File: src/sv/ipt_pkg.sv
// Package of the indexed priority task table: table size, codes and beat types.
// No dependencies.
`timescale 1ns / 1ps
`default_nettype none

package ipt_pkg;

    localparam int TABLE_DEPTH = 64;
    localparam int AW = $clog2(TABLE_DEPTH);

    localparam logic [1:0] ACT_ADD    = 2'd0;
    localparam logic [1:0] ACT_EDIT   = 2'd1;
    localparam logic [1:0] ACT_REMOVE = 2'd2;
    localparam logic [1:0] ACT_EXEC   = 2'd3;

    localparam logic [1:0] ST_OK      = 2'd0;
    localparam logic [1:0] ST_MISSING = 2'd1;
    localparam logic [1:0] ST_FULL    = 2'd2;
    localparam logic [1:0] ST_DUP     = 2'd3;

    typedef struct packed {
        logic [1:0]  action;
        logic [15:0] user_id;
        logic [15:0] task_id;
        logic [15:0] priority_req;
    } t_in_beat;

    typedef struct packed {
        logic [1:0]  status;
        logic [15:0] owner_out;
        logic [15:0] task_out;
    } t_out_beat;

    typedef struct packed {
        logic [15:0] task_id;
        logic [15:0] user_id;
        logic [15:0] prio;
    } t_entry;

    typedef struct packed {
        logic          vld;
        logic [AW-1:0] idx;
        logic          used;
        t_entry        entry;
    } t_scan_step;

    typedef struct packed {
        logic          match_found;
        logic [AW-1:0] match_idx;
        logic [15:0]   match_user;
        logic          free_found;
        logic [AW-1:0] free_idx;
        logic          top_found;
        logic [AW-1:0] top_idx;
        logic [15:0]   top_user;
        logic [15:0]   top_task;
        logic [15:0]   top_prio;
    } t_scan_res;

endpackage

`default_nettype wire

File: src/sv/ipt_scan.sv
// Scan accumulator: takes one table entry per beat and keeps the id match,
// the lowest free slot and the top entry. Depends on ipt_pkg.
`timescale 1ns / 1ps
`default_nettype none

module ipt_scan (
    input  wire logic               i_clk,
    input  wire logic               i_rst_n,
    input  wire logic               i_clear,
    input  wire logic [15:0]        i_task_id,
    input  wire ipt_pkg::t_scan_step i_step,
    output      ipt_pkg::t_scan_res  o_res
);
    import ipt_pkg::*;

    t_scan_res r_res;
    t_scan_res n_res;

    always_comb begin
        n_res = r_res;
        if (i_clear) begin
            n_res.match_found = 1'b0;
            n_res.free_found  = 1'b0;
            n_res.top_found   = 1'b0;
        end else if (i_step.vld) begin
            if (i_step.used && !r_res.match_found && i_step.entry.task_id == i_task_id) begin
                n_res.match_found = 1'b1;
                n_res.match_idx   = i_step.idx;
                n_res.match_user  = i_step.entry.user_id;
            end
            if (!i_step.used && !r_res.free_found) begin
                n_res.free_found = 1'b1;
                n_res.free_idx   = i_step.idx;
            end
            if (i_step.used && (!r_res.top_found ||
                {i_step.entry.prio, i_step.entry.task_id} >
                {r_res.top_prio, r_res.top_task})) begin
                n_res.top_found = 1'b1;
                n_res.top_idx   = i_step.idx;
                n_res.top_user  = i_step.entry.user_id;
                n_res.top_task  = i_step.entry.task_id;
                n_res.top_prio  = i_step.entry.prio;
            end
        end
    end

    always_ff @(posedge i_clk) begin
        if (!i_rst_n) begin
            r_res.match_found <= 1'b0;
            r_res.free_found  <= 1'b0;
            r_res.top_found   <= 1'b0;
        end else begin
            r_res.match_found <= n_res.match_found;
            r_res.free_found  <= n_res.free_found;
            r_res.top_found   <= n_res.top_found;
        end
        r_res.match_idx  <= n_res.match_idx;
        r_res.match_user <= n_res.match_user;
        r_res.free_idx   <= n_res.free_idx;
        r_res.top_idx    <= n_res.top_idx;
        r_res.top_user   <= n_res.top_user;
        r_res.top_task   <= n_res.top_task;
        r_res.top_prio   <= n_res.top_prio;
    end

    assign o_res = r_res;

endmodule

`default_nettype wire

File: src/sv/indexed_priority_task_table.sv
// Indexed priority task table, top level: entry memory, valid bits, sequencer
// and output register. Depends on ipt_pkg and ipt_scan.
//
// Usage: an input beat on i_in_beat carries one action (add, edit priority,
// remove, execute top) and is taken when i_in_valid is high and o_in_stall is
// low. Every beat produces exactly one result beat on o_out_beat, offered with
// o_out_valid and taken when i_out_stall is low.
// Each action reads every slot of the entry memory once through its single
// read port, then writes back. A new item is accepted only after the
// previous one has written back, as the sequencer returns to idle after
// each write-back. o_in_stall is high while an item is in work.
// A result waiting in the output register does not block the next item; if
// the receiver still stalls when the following result is ready, the block
// holds that result and keeps o_in_stall high until the register frees up.
// Reset clears all valid bits at once, so the table is empty and an item can
// be accepted in the first cycle after reset.
`timescale 1ns / 1ps
`default_nettype none

module indexed_priority_task_table (
    input  wire logic              i_clk,
    input  wire logic              i_rst_n,
    input  wire logic              i_in_valid,
    output      logic              o_in_stall,
    input  wire ipt_pkg::t_in_beat  i_in_beat,
    output      logic              o_out_valid,
    input  wire logic              i_out_stall,
    output      ipt_pkg::t_out_beat o_out_beat
);
    import ipt_pkg::*;

    localparam logic [1:0] S_IDLE = 2'd0;
    localparam logic [1:0] S_SCAN = 2'd1;
    localparam logic [1:0] S_DONE = 2'd2;

    localparam logic [AW:0]   DEPTH_C = (AW + 1)'(TABLE_DEPTH);
    localparam logic [AW-1:0] LAST_C  = AW'(TABLE_DEPTH - 1);

    t_entry mem [TABLE_DEPTH];
    t_entry r_rdata;

    logic [1:0]             r_state;
    logic [AW:0]            r_addr;
    logic                   r_rd_vld;
    logic [AW-1:0]          r_rd_idx;
    t_in_beat               r_req;
    logic [TABLE_DEPTH-1:0] r_valid;
    logic                   r_out_valid;
    t_out_beat              r_out_beat;

    logic       w_accept;
    logic       w_done_fire;
    logic       w_wr_en;
    logic [AW-1:0] w_wr_addr;
    t_entry     w_wr_data;
    logic       w_set_en;
    logic       w_clr_en;
    logic [AW-1:0] w_set_idx;
    logic [AW-1:0] w_clr_idx;
    t_out_beat  n_out_beat;
    t_scan_step w_step;
    t_scan_res  w_res;

    assign w_accept    = i_in_valid && (r_state == S_IDLE);
    assign w_done_fire = (r_state == S_DONE) && (!r_out_valid || !i_out_stall);

    assign w_step.vld   = r_rd_vld;
    assign w_step.idx   = r_rd_idx;
    assign w_step.used  = r_valid[r_rd_idx];
    assign w_step.entry = r_rdata;

    ipt_scan u_scan (
        .i_clk     (i_clk),
        .i_rst_n   (i_rst_n),
        .i_clear   (w_accept),
        .i_task_id (r_req.task_id),
        .i_step    (w_step),
        .o_res     (w_res)
    );

    always_comb begin
        n_out_beat = '0;
        w_wr_en    = 1'b0;
        w_wr_addr  = w_res.free_idx;
        w_wr_data  = '{task_id: r_req.task_id, user_id: r_req.user_id,
                       prio: r_req.priority_req};
        w_set_en   = 1'b0;
        w_set_idx  = w_res.free_idx;
        w_clr_en   = 1'b0;
        w_clr_idx  = w_res.match_idx;
        unique case (r_req.action)
            ACT_ADD: begin
                if (w_res.match_found) begin
                    n_out_beat.status = ST_DUP;
                end else if (!w_res.free_found) begin
                    n_out_beat.status = ST_FULL;
                end else begin
                    w_wr_en  = 1'b1;
                    w_set_en = 1'b1;
                end
            end
            ACT_EDIT: begin
                if (!w_res.match_found) begin
                    n_out_beat.status = ST_MISSING;
                end else begin
                    w_wr_en   = 1'b1;
                    w_wr_addr = w_res.match_idx;
                    w_wr_data.user_id = w_res.match_user;
                end
            end
            ACT_REMOVE: begin
                if (!w_res.match_found) begin
                    n_out_beat.status = ST_MISSING;
                end else begin
                    w_clr_en = 1'b1;
                end
            end
            default: begin
                if (!w_res.top_found) begin
                    n_out_beat.status = ST_MISSING;
                end else begin
                    n_out_beat.owner_out = w_res.top_user;
                    n_out_beat.task_out  = w_res.top_task;
                    w_clr_en  = 1'b1;
                    w_clr_idx = w_res.top_idx;
                end
            end
        endcase
    end

    always_ff @(posedge i_clk) begin
        if (w_done_fire && w_wr_en) begin
            mem[w_wr_addr] <= w_wr_data;
        end
        r_rdata <= mem[r_addr[AW-1:0]];
    end

    always_ff @(posedge i_clk) begin
        if (!i_rst_n) begin
            r_state     <= S_IDLE;
            r_addr      <= '0;
            r_rd_vld    <= 1'b0;
            r_valid     <= '0;
            r_out_valid <= 1'b0;
        end else begin
            r_rd_vld <= 1'b0;
            unique case (r_state)
                S_IDLE: begin
                    if (w_accept) begin
                        r_addr  <= '0;
                        r_state <= S_SCAN;
                    end
                end
                S_SCAN: begin
                    if (r_addr < DEPTH_C) begin
                        r_addr   <= r_addr + 1'b1;
                        r_rd_vld <= 1'b1;
                    end
                    if (r_rd_vld && r_rd_idx == LAST_C) begin
                        r_state <= S_DONE;
                    end
                end
                S_DONE: begin
                    if (w_done_fire) begin
                        r_state <= S_IDLE;
                        if (w_set_en) begin
                            r_valid[w_set_idx] <= 1'b1;
                        end
                        if (w_clr_en) begin
                            r_valid[w_clr_idx] <= 1'b0;
                        end
                    end
                end
                default: begin
                    r_state <= S_IDLE;
                end
            endcase
            if (w_done_fire) begin
                r_out_valid <= 1'b1;
            end else if (!i_out_stall) begin
                r_out_valid <= 1'b0;
            end
        end
    end

    always_ff @(posedge i_clk) begin
        r_rd_idx <= r_addr[AW-1:0];
        if (w_accept) begin
            r_req <= i_in_beat;
        end
        if (w_done_fire) begin
            r_out_beat <= n_out_beat;
        end
    end

    assign o_in_stall  = (r_state != S_IDLE);
    assign o_out_valid = r_out_valid;
    assign o_out_beat  = r_out_beat;

endmodule

`default_nettype wire

File: config.mk
export PLATFORM = sky130hd
export DESIGN_NAME = indexed_priority_task_table
export DESIGN_NICKNAME = d
export VERILOG_FILES = /design/src/sv/ipt_pkg.sv /design/src/sv/ipt_scan.sv /design/src/sv/indexed_priority_task_table.sv
export SDC_FILE = /design/constraint.sdc
export NUM_CORES = 2
export LEC_CHECK = 0
export BUFFER_PORTS_ARGS = -buffer_cell sky130_fd_sc_hd__buf_2
export CAP_MARGIN = 20
export CORE_UTILIZATION = 57
export DETAILED_ROUTE_END_ITERATION = 7
export PLACE_DENSITY = 0.76
export SETUP_SLACK_MARGIN = 0.4
export SYNTH_ARGS = -nofsm -noshare
export SYNTH_HDL_FRONTEND = slang
export SYNTH_SLANG_ARGS = --single-unit
File: constraint.sdc
create_clock -name i_clk -period 7 [get_ports i_clk]
set_clock_uncertainty 0.05 [all_clocks]
set_input_delay 0 -clock i_clk [delete_from_list [all_inputs] [get_ports i_clk]]
set_output_delay 0 -clock i_clk [all_outputs]
set_load 0.02 [all_outputs]
Word-level counts from Yosys, hierarchy flattened --
Memory sizes are Yosys's and may differ from the RTL's. A register that Yosys moved wholly into a read port is not among the register bits. Index checks and enable logic that the tools add are counted.
Storage, ports and cells: register bits 250, bits in writable memories 3072, input port bits 54, output and inout bits 36, word-level logic and storage cells 127, memories 1
Memories:
- mem | words 64, width 48, rd ports 1, clocked after Yosys merged registers in 1, write ports 1, RTL line indexed_priority_task_table.sv:39 | t_entry mem [TABLE_DEPTH];
Cells by class: add/subtract/negate cells 1, $lt $le $gt $ge 7, equality and inequality tests 11, muxes and demuxes 41, bitwise gates (word level) 6, reduce and logical (&&, ||, !) cells 37
Operator list (number):
- 2-to-1 mux 64 bit | 5
- AND 64 bit | 1
- inverter 64 bit | 1
- bitwise OR 64 bit | 1
- > comparator 32 bit | 1
- 2-to-1 mux 16 bit | 2
- 2-to-1 mux 6 bit | 4
- less-than comparator 6 x 7 -> 1 bit, second input constant | 3
- == test 16 bit | 1
- 2-to-1 mux 1 bit | 15
- AND reduction 3 bit | 5
- 2-to-1 mux 7 bit | 2
- one-hot mux 7 bit (2 select lines) | 1
- demux 1 bit (select 6 bit) | 2
- greater-or-equal comparator 6 x 1 -> 1 bit, second input constant | 2
- logical AND 1 bit | 10
- 2-to-1 mux 2 bit | 5
- AND reduction 2 bit | 5
- adder 7 x 1 -> 7 bit, second input constant | 1
- less-than comparator 7 bit, second input constant | 1
- binary-select mux 1 bit (select 6 bit) | 1
- == test 6 bit, second input constant | 1
- zero test 1 bit | 6
- != test 2 bit, second input constant | 3
- 13 further kinds | 24

Logic depth before layout (Yosys ltp) --
depth in word-level cells 11, mapped depth 10, depth with buffers taken out 8

Cells and area by module --
Synthesis repeated with hierarchy kept, for this count alone.
Second synthesis, totals: cells, all modules 6011, area total of the unflattened synthesis 128768.5 sq um
Modules (own cells, without submodules):
- indexed_priority_task_table | times used 1, cells an instance 5781, area an instance 125171.3 sq um, sequential area each 97353.4 sq um
- ipt_scan | times used 1, cells an instance 230, area an instance 3597.2 sq um, sequential area each 2522.4 sq um

Worst setup path before layout --
OpenSTA, ideal clock, no wires.
kind register to register, from reg r_rd_idx[2], to reg u_scan.r_res (netlist bit u_scan.o_res[0]) (enable), library setup time 0.600 ns, data arrival time 7.043 ns, data required time 6.350 ns, slack -0.693 ns, stages on the path, launching flop included 8, buffers on the path 2, clock period less this slack 7.693 ns, cell sequence dfxtp_1 buf_2 buf_1 or4b_2 nand4_1 o22ai_1 o22ai_1 nor4bb_1
Between the ends: cells in the longest elaborated chain, start to end 4
Ends and longest elaborated chain:
- start, declared | RTL line indexed_priority_task_table.sv:45 | logic [AW-1:0] r_rd_idx;
- start signal, assigned | RTL line indexed_priority_task_table.sv:187 | r_rd_idx <= r_addr[AW-1:0];
- binary-select mux 1 bit (select 6 bit) | RTL line indexed_priority_task_table.sv:69 | assign w_step.used = r_valid[r_rd_idx];
- 2-to-1 mux 1 bit (not written as such) | RTL line indexed_priority_task_table.sv:69
- logical AND 1 bit | RTL line ipt_scan.sv:35 | if (i_step.used && (!r_res.top_found ||
- AND reduction 3 bit (no source line)
- end, declared | RTL line ipt_scan.sv:16 | t_scan_res r_res;
Every way passes these cells. The select of a mux whose other input is x is not followed. A chain may end at the register's enable or synchronous reset.

Worst setup path after layout --
from reg r_req[49] in the netlist's numbering, to mem mem[57][14] in the netlist's numbering (enable)
Between the ends: cells in the longest elaborated chain, start to end 5, elaborated cells on any way between the ends 7, those cells by class eq/ne: 1; mux: 4; reduce/logical: 2
Ends and longest elaborated chain:
- start, declared | RTL line indexed_priority_task_table.sv:46 | t_in_beat r_req;
- start signal, assigned | RTL line indexed_priority_task_table.sv:189 | r_req <= i_in_beat;
- == test 2 x 1 -> 1 bit or zero test 2 bit (tied branches) | RTL line indexed_priority_task_table.sv:91 | unique case (r_req.action)
- one-hot mux 1 bit (2 select lines) | RTL line indexed_priority_task_table.sv:91
- logical AND 1 bit | RTL line indexed_priority_task_table.sv:132 | if (w_done_fire && w_wr_en) begin
- 2-to-1 mux 1 bit | RTL line indexed_priority_task_table.sv:132
- 2-to-1 mux 1 bit (not written as such) | RTL line indexed_priority_task_table.sv:133 | mem[w_wr_addr] <= w_wr_data;
- end, declared | RTL line indexed_priority_task_table.sv:39
Parallel ways exist; a longest one is shown, timed or not.

==> metrics.md <==
| Metric | Value |
|---|---|
| Die H | `between 400 and 500 um` |
| Post-synth EDFFs | `around 3200` |
| Number of global-route vias before repair | `63600` |
| Clock latency on the worst-skew pair | `a little under 1 ns` |
| Final Setup Violations | `0` |
| CP Class | `register to register` |
| WL/cell | `just under 40 um` |
| H-tree depth | `5` |
| Cell breakdown of the critical path | `inv_1, ha_1, nand2_2, buf_4, mux2i_1, nand4_1, nor2_4, buf_4` |
| Post-detail-place hpwl | `around 200000 um` |
| Power Density | `between 200 and 300 nW/um^2` |
| Reg-to-reg endpoint | `mem[57][14]` |
| Cell mode on critical path | `buf_4` |
| DR pass1 iterations | `6` |
| Cell Rows | `173` |
| CTS tree | `yes` |
| Register bit count reported by yosys | `around 3400` |
| Post-synthesis sequential area ratio | `0.779` |
| WP data arrival | `approximately 5.8 ns` |
| Share of cells above drive strength 1 | `0.319` |
| Drt total wl | `around 350000 um` |
| DIE AREA | `around 230000 sq um` |
| Via density per instance | `between 6 and 7` |
| CP Capture Type | `register` |
| Tot GR Track Use | `0.315` |
| Initial antenna violation count | `56` |
| Clock transition at path regs | `approximately 0.06 ns` |
| Final Core Density | `0.654` |
| Worst hold start | `i_in_valid` |
| CP startpoint | `r_req[49]` |
| First-pass GRT wire length | `between 400000 and 500000 um` |
| Class of the worst hold path | `primary input to register` |
| Synth top area cells | `edfxtp_1, mux4_2, dfxtp_1` |
| Post-cts sizing count | `0` |
| # IOs | `90` |
| Critical Path Source Type | `register` |
| Routability cong. | `about 0.9` |
| Mean Syn Cell Area | `~24 sq um` |
| RSZ-0062 raised after global routing | `no` |
| Number of port buffers | `89` |
| Final Slew Violations | `0` |
| Netlist cell types | `48` |
| Least-Margin Pin Slew | `~1.2 ns` |
| Period utilisation layout | `0.748` |
| R2r setup slk | `1.77 ns` |
| Fin nets | `5924` |
| Critical Path RT | `between 7 and 8 ns` |
| DRC | `0` |
| Asr flop ratio synth | `0` |
| Bufs on Longest Clock Path | `4` |
| Status | `completed` |
| Leakage power | `about 44 nW` |
| Drt initial violations | `approximately 11000` |
| MaxCap Viol Count | `0` |
| Post-Synthesis Cells | `approximately 5300` |
| Die width | `476 um` |
| Critical path's largest stage delay | `1.16 ns` |
| Initial core utilization | `0.575` |
| Largest net degree at the start of global routing | `between 100 and 150` |
| Yosys warning total | `0` |
| Maximum VDD drop | `0.288 mV` |
| Vias | `approximately 63000` |
| Hold depth | `7` |
| Max Freq | `191 MHz` |
| # clock sinks | `around 3400` |
| Worst hold slack | `about 0.20 ns` |
| Synth top area share | `0.758` |
| Placeable Area | `about 220000 sq um` |
| Rel. slew slack | `0.190` |
| Net Count, Synth | `5439` |
| R2R cell count | `8` |
| CP max FO | `20` |
| Max stage delay cell, worst path | `nor2_4` |
| Minimum clock period | `approximately 5.2 ns` |
| Syn Std Cell Area | `approximately 130000 sq um` |
| Root Driver | `clkbuf_16` |
| Clock buffer count from CTS | `340` |
| Area grow syn2layout | `13.8%` |
| GRT overflow | `0` |
| Final ANT Viol Nets | `0` |
| Final Hold Violating Endpoints | `0` |
| Ys flop type | `edfxtp_1` |
| Yosys top cell by area | `edfxtp_1` |
| Hold Path Sink | `r_addr[4]` |
| R2R Path Start | `r_req[49]` |
layout make-up:
type | count | area [sq um]
Sequential cell | 3370 | 99900
Fill cell | 13300 | 77000
Multi-Input combinational cell | 1679 | 27500
Clock buffer | 415 | 9080
Tap cell | 2975 | 3720
Timing Repair Buffer | 405 | 3640
Clock inverter | 175 | 1840
Inverter | 37 | 139
Antenna cell | 23 | 57.6
cells by family after synthesis:
logic type | after synthesis | share of synthesized area
flops | 3370 | 0.779
mux | 1071 | 0.180
compound gates | 180 | 0.0112
buf+inv | 299 | 0.0107
xor+xnor | 20 | 0.00137
simple gates | 371 | 0.0140
fa+ha+maj | 37 | 0.00361
synthesized netlist by cell type, types with 37 or more instances:
library cell / instances
inv_1: 37
buf_2: 93
nor2_1: 158
a21oi_1: 47
clkbuf_1: 114
mux4_2: 987
o221a_2: 64
edfxtp_1: 3238
mux2i_1: 60
ha_1: 37
nor2b_1: 40
dfxtp_1: 132
nand2_1: 53
how the worst max path moves through the flow:
stage	to
final	mem[57][14]
after detailed placement	mem[25][13]
after global routing	mem[16][22]
after CTS	mem[24][29]
after global placement	mem[57][11]
after floorplan	u_scan.o_res[0]
worst max-delay path, delay by kind of cell, from the launching register on:
family / cells / cell delay [ns]
buffers and inverters: 3 / 1.02
adders and majority gates: 1 / 0.22
and+or+nand+nor: 3 / 2.35
muxes: 1 / 0.78
DFF: 1 / 0.39
placed cells by master (no fill, tap or decap), drive strengths merged, types with 11 or more instances in the layout:
cell type	netlist	final
nor2	158	158
inv	37	43
buf	148	298
and2	33	33
mux2i	60	60
clkinv	0	120
xor2	19	19
bufinv	0	37
a211oi	32	32
nand4	11	11
dlygate4sd3	0	107
o221a	64	64
mux4	987	987
clkbuf	114	415
diode	0	23
o21ai	15	15
nor2b	40	40
nand2	53	53
nand3	31	31
dfxtp	132	132
edfxtp	3238	3238
ha	37	37
mux2	24	24
clkinvlp	0	12
a21oi	47	47
metrics by stage:
stage          setup TNS, ns  setup WS, ns  power [mW]  instances  area [sq um]
3_5_place_dp               0          2.04        24.1       8349        134000
4_1_cts                    0          1.99        42.0       9046        146000
5_1_grt                    0          1.75        42.8       9067        146000
6_report                   0          1.77        41.9       9079        146000
3_3_place_gp               0          2.15        24.0       8342        134000
2_1_floorplan         -22.26        -0.412        23.5       5348        128000
where the power goes:
group	leakage [nW]	switching [mW]	internal, mW
Clock	5.36	7.64	10.6
Sequential	30.2	0.0643	22.1
Combinational	8.82	0.959	0.603
Total	44.3	8.66	33.3
registers in the layout (all words and copies together) (netlist names):
name          count
r_rd_vld          1
r_valid          64
o_out_beat       34
r_req            50
mem            3072
r_rdata          48
u_scan.o_res     85
r_addr            7
r_rd_idx          6
r_state           2
o_out_valid       1
routing by layer:
metal | routed length (um) | vias up | global-route usage
met5 | 243 | - | 0
met4 | 21700 | 40 | 0.170
met3 | 47000 | 884 | 0.0853
met2 | 169000 | 5268 | 0.489
met1 | 116000 | 32900 | 0.410
li1 | - | 23900 | -
timing repair:
action,4_1_cts,5_1_grt
hold buffers,107,0
buffers inserted,0,0
endpoints found under the hold margin,212,0
(Power assumes the default switching activity.)
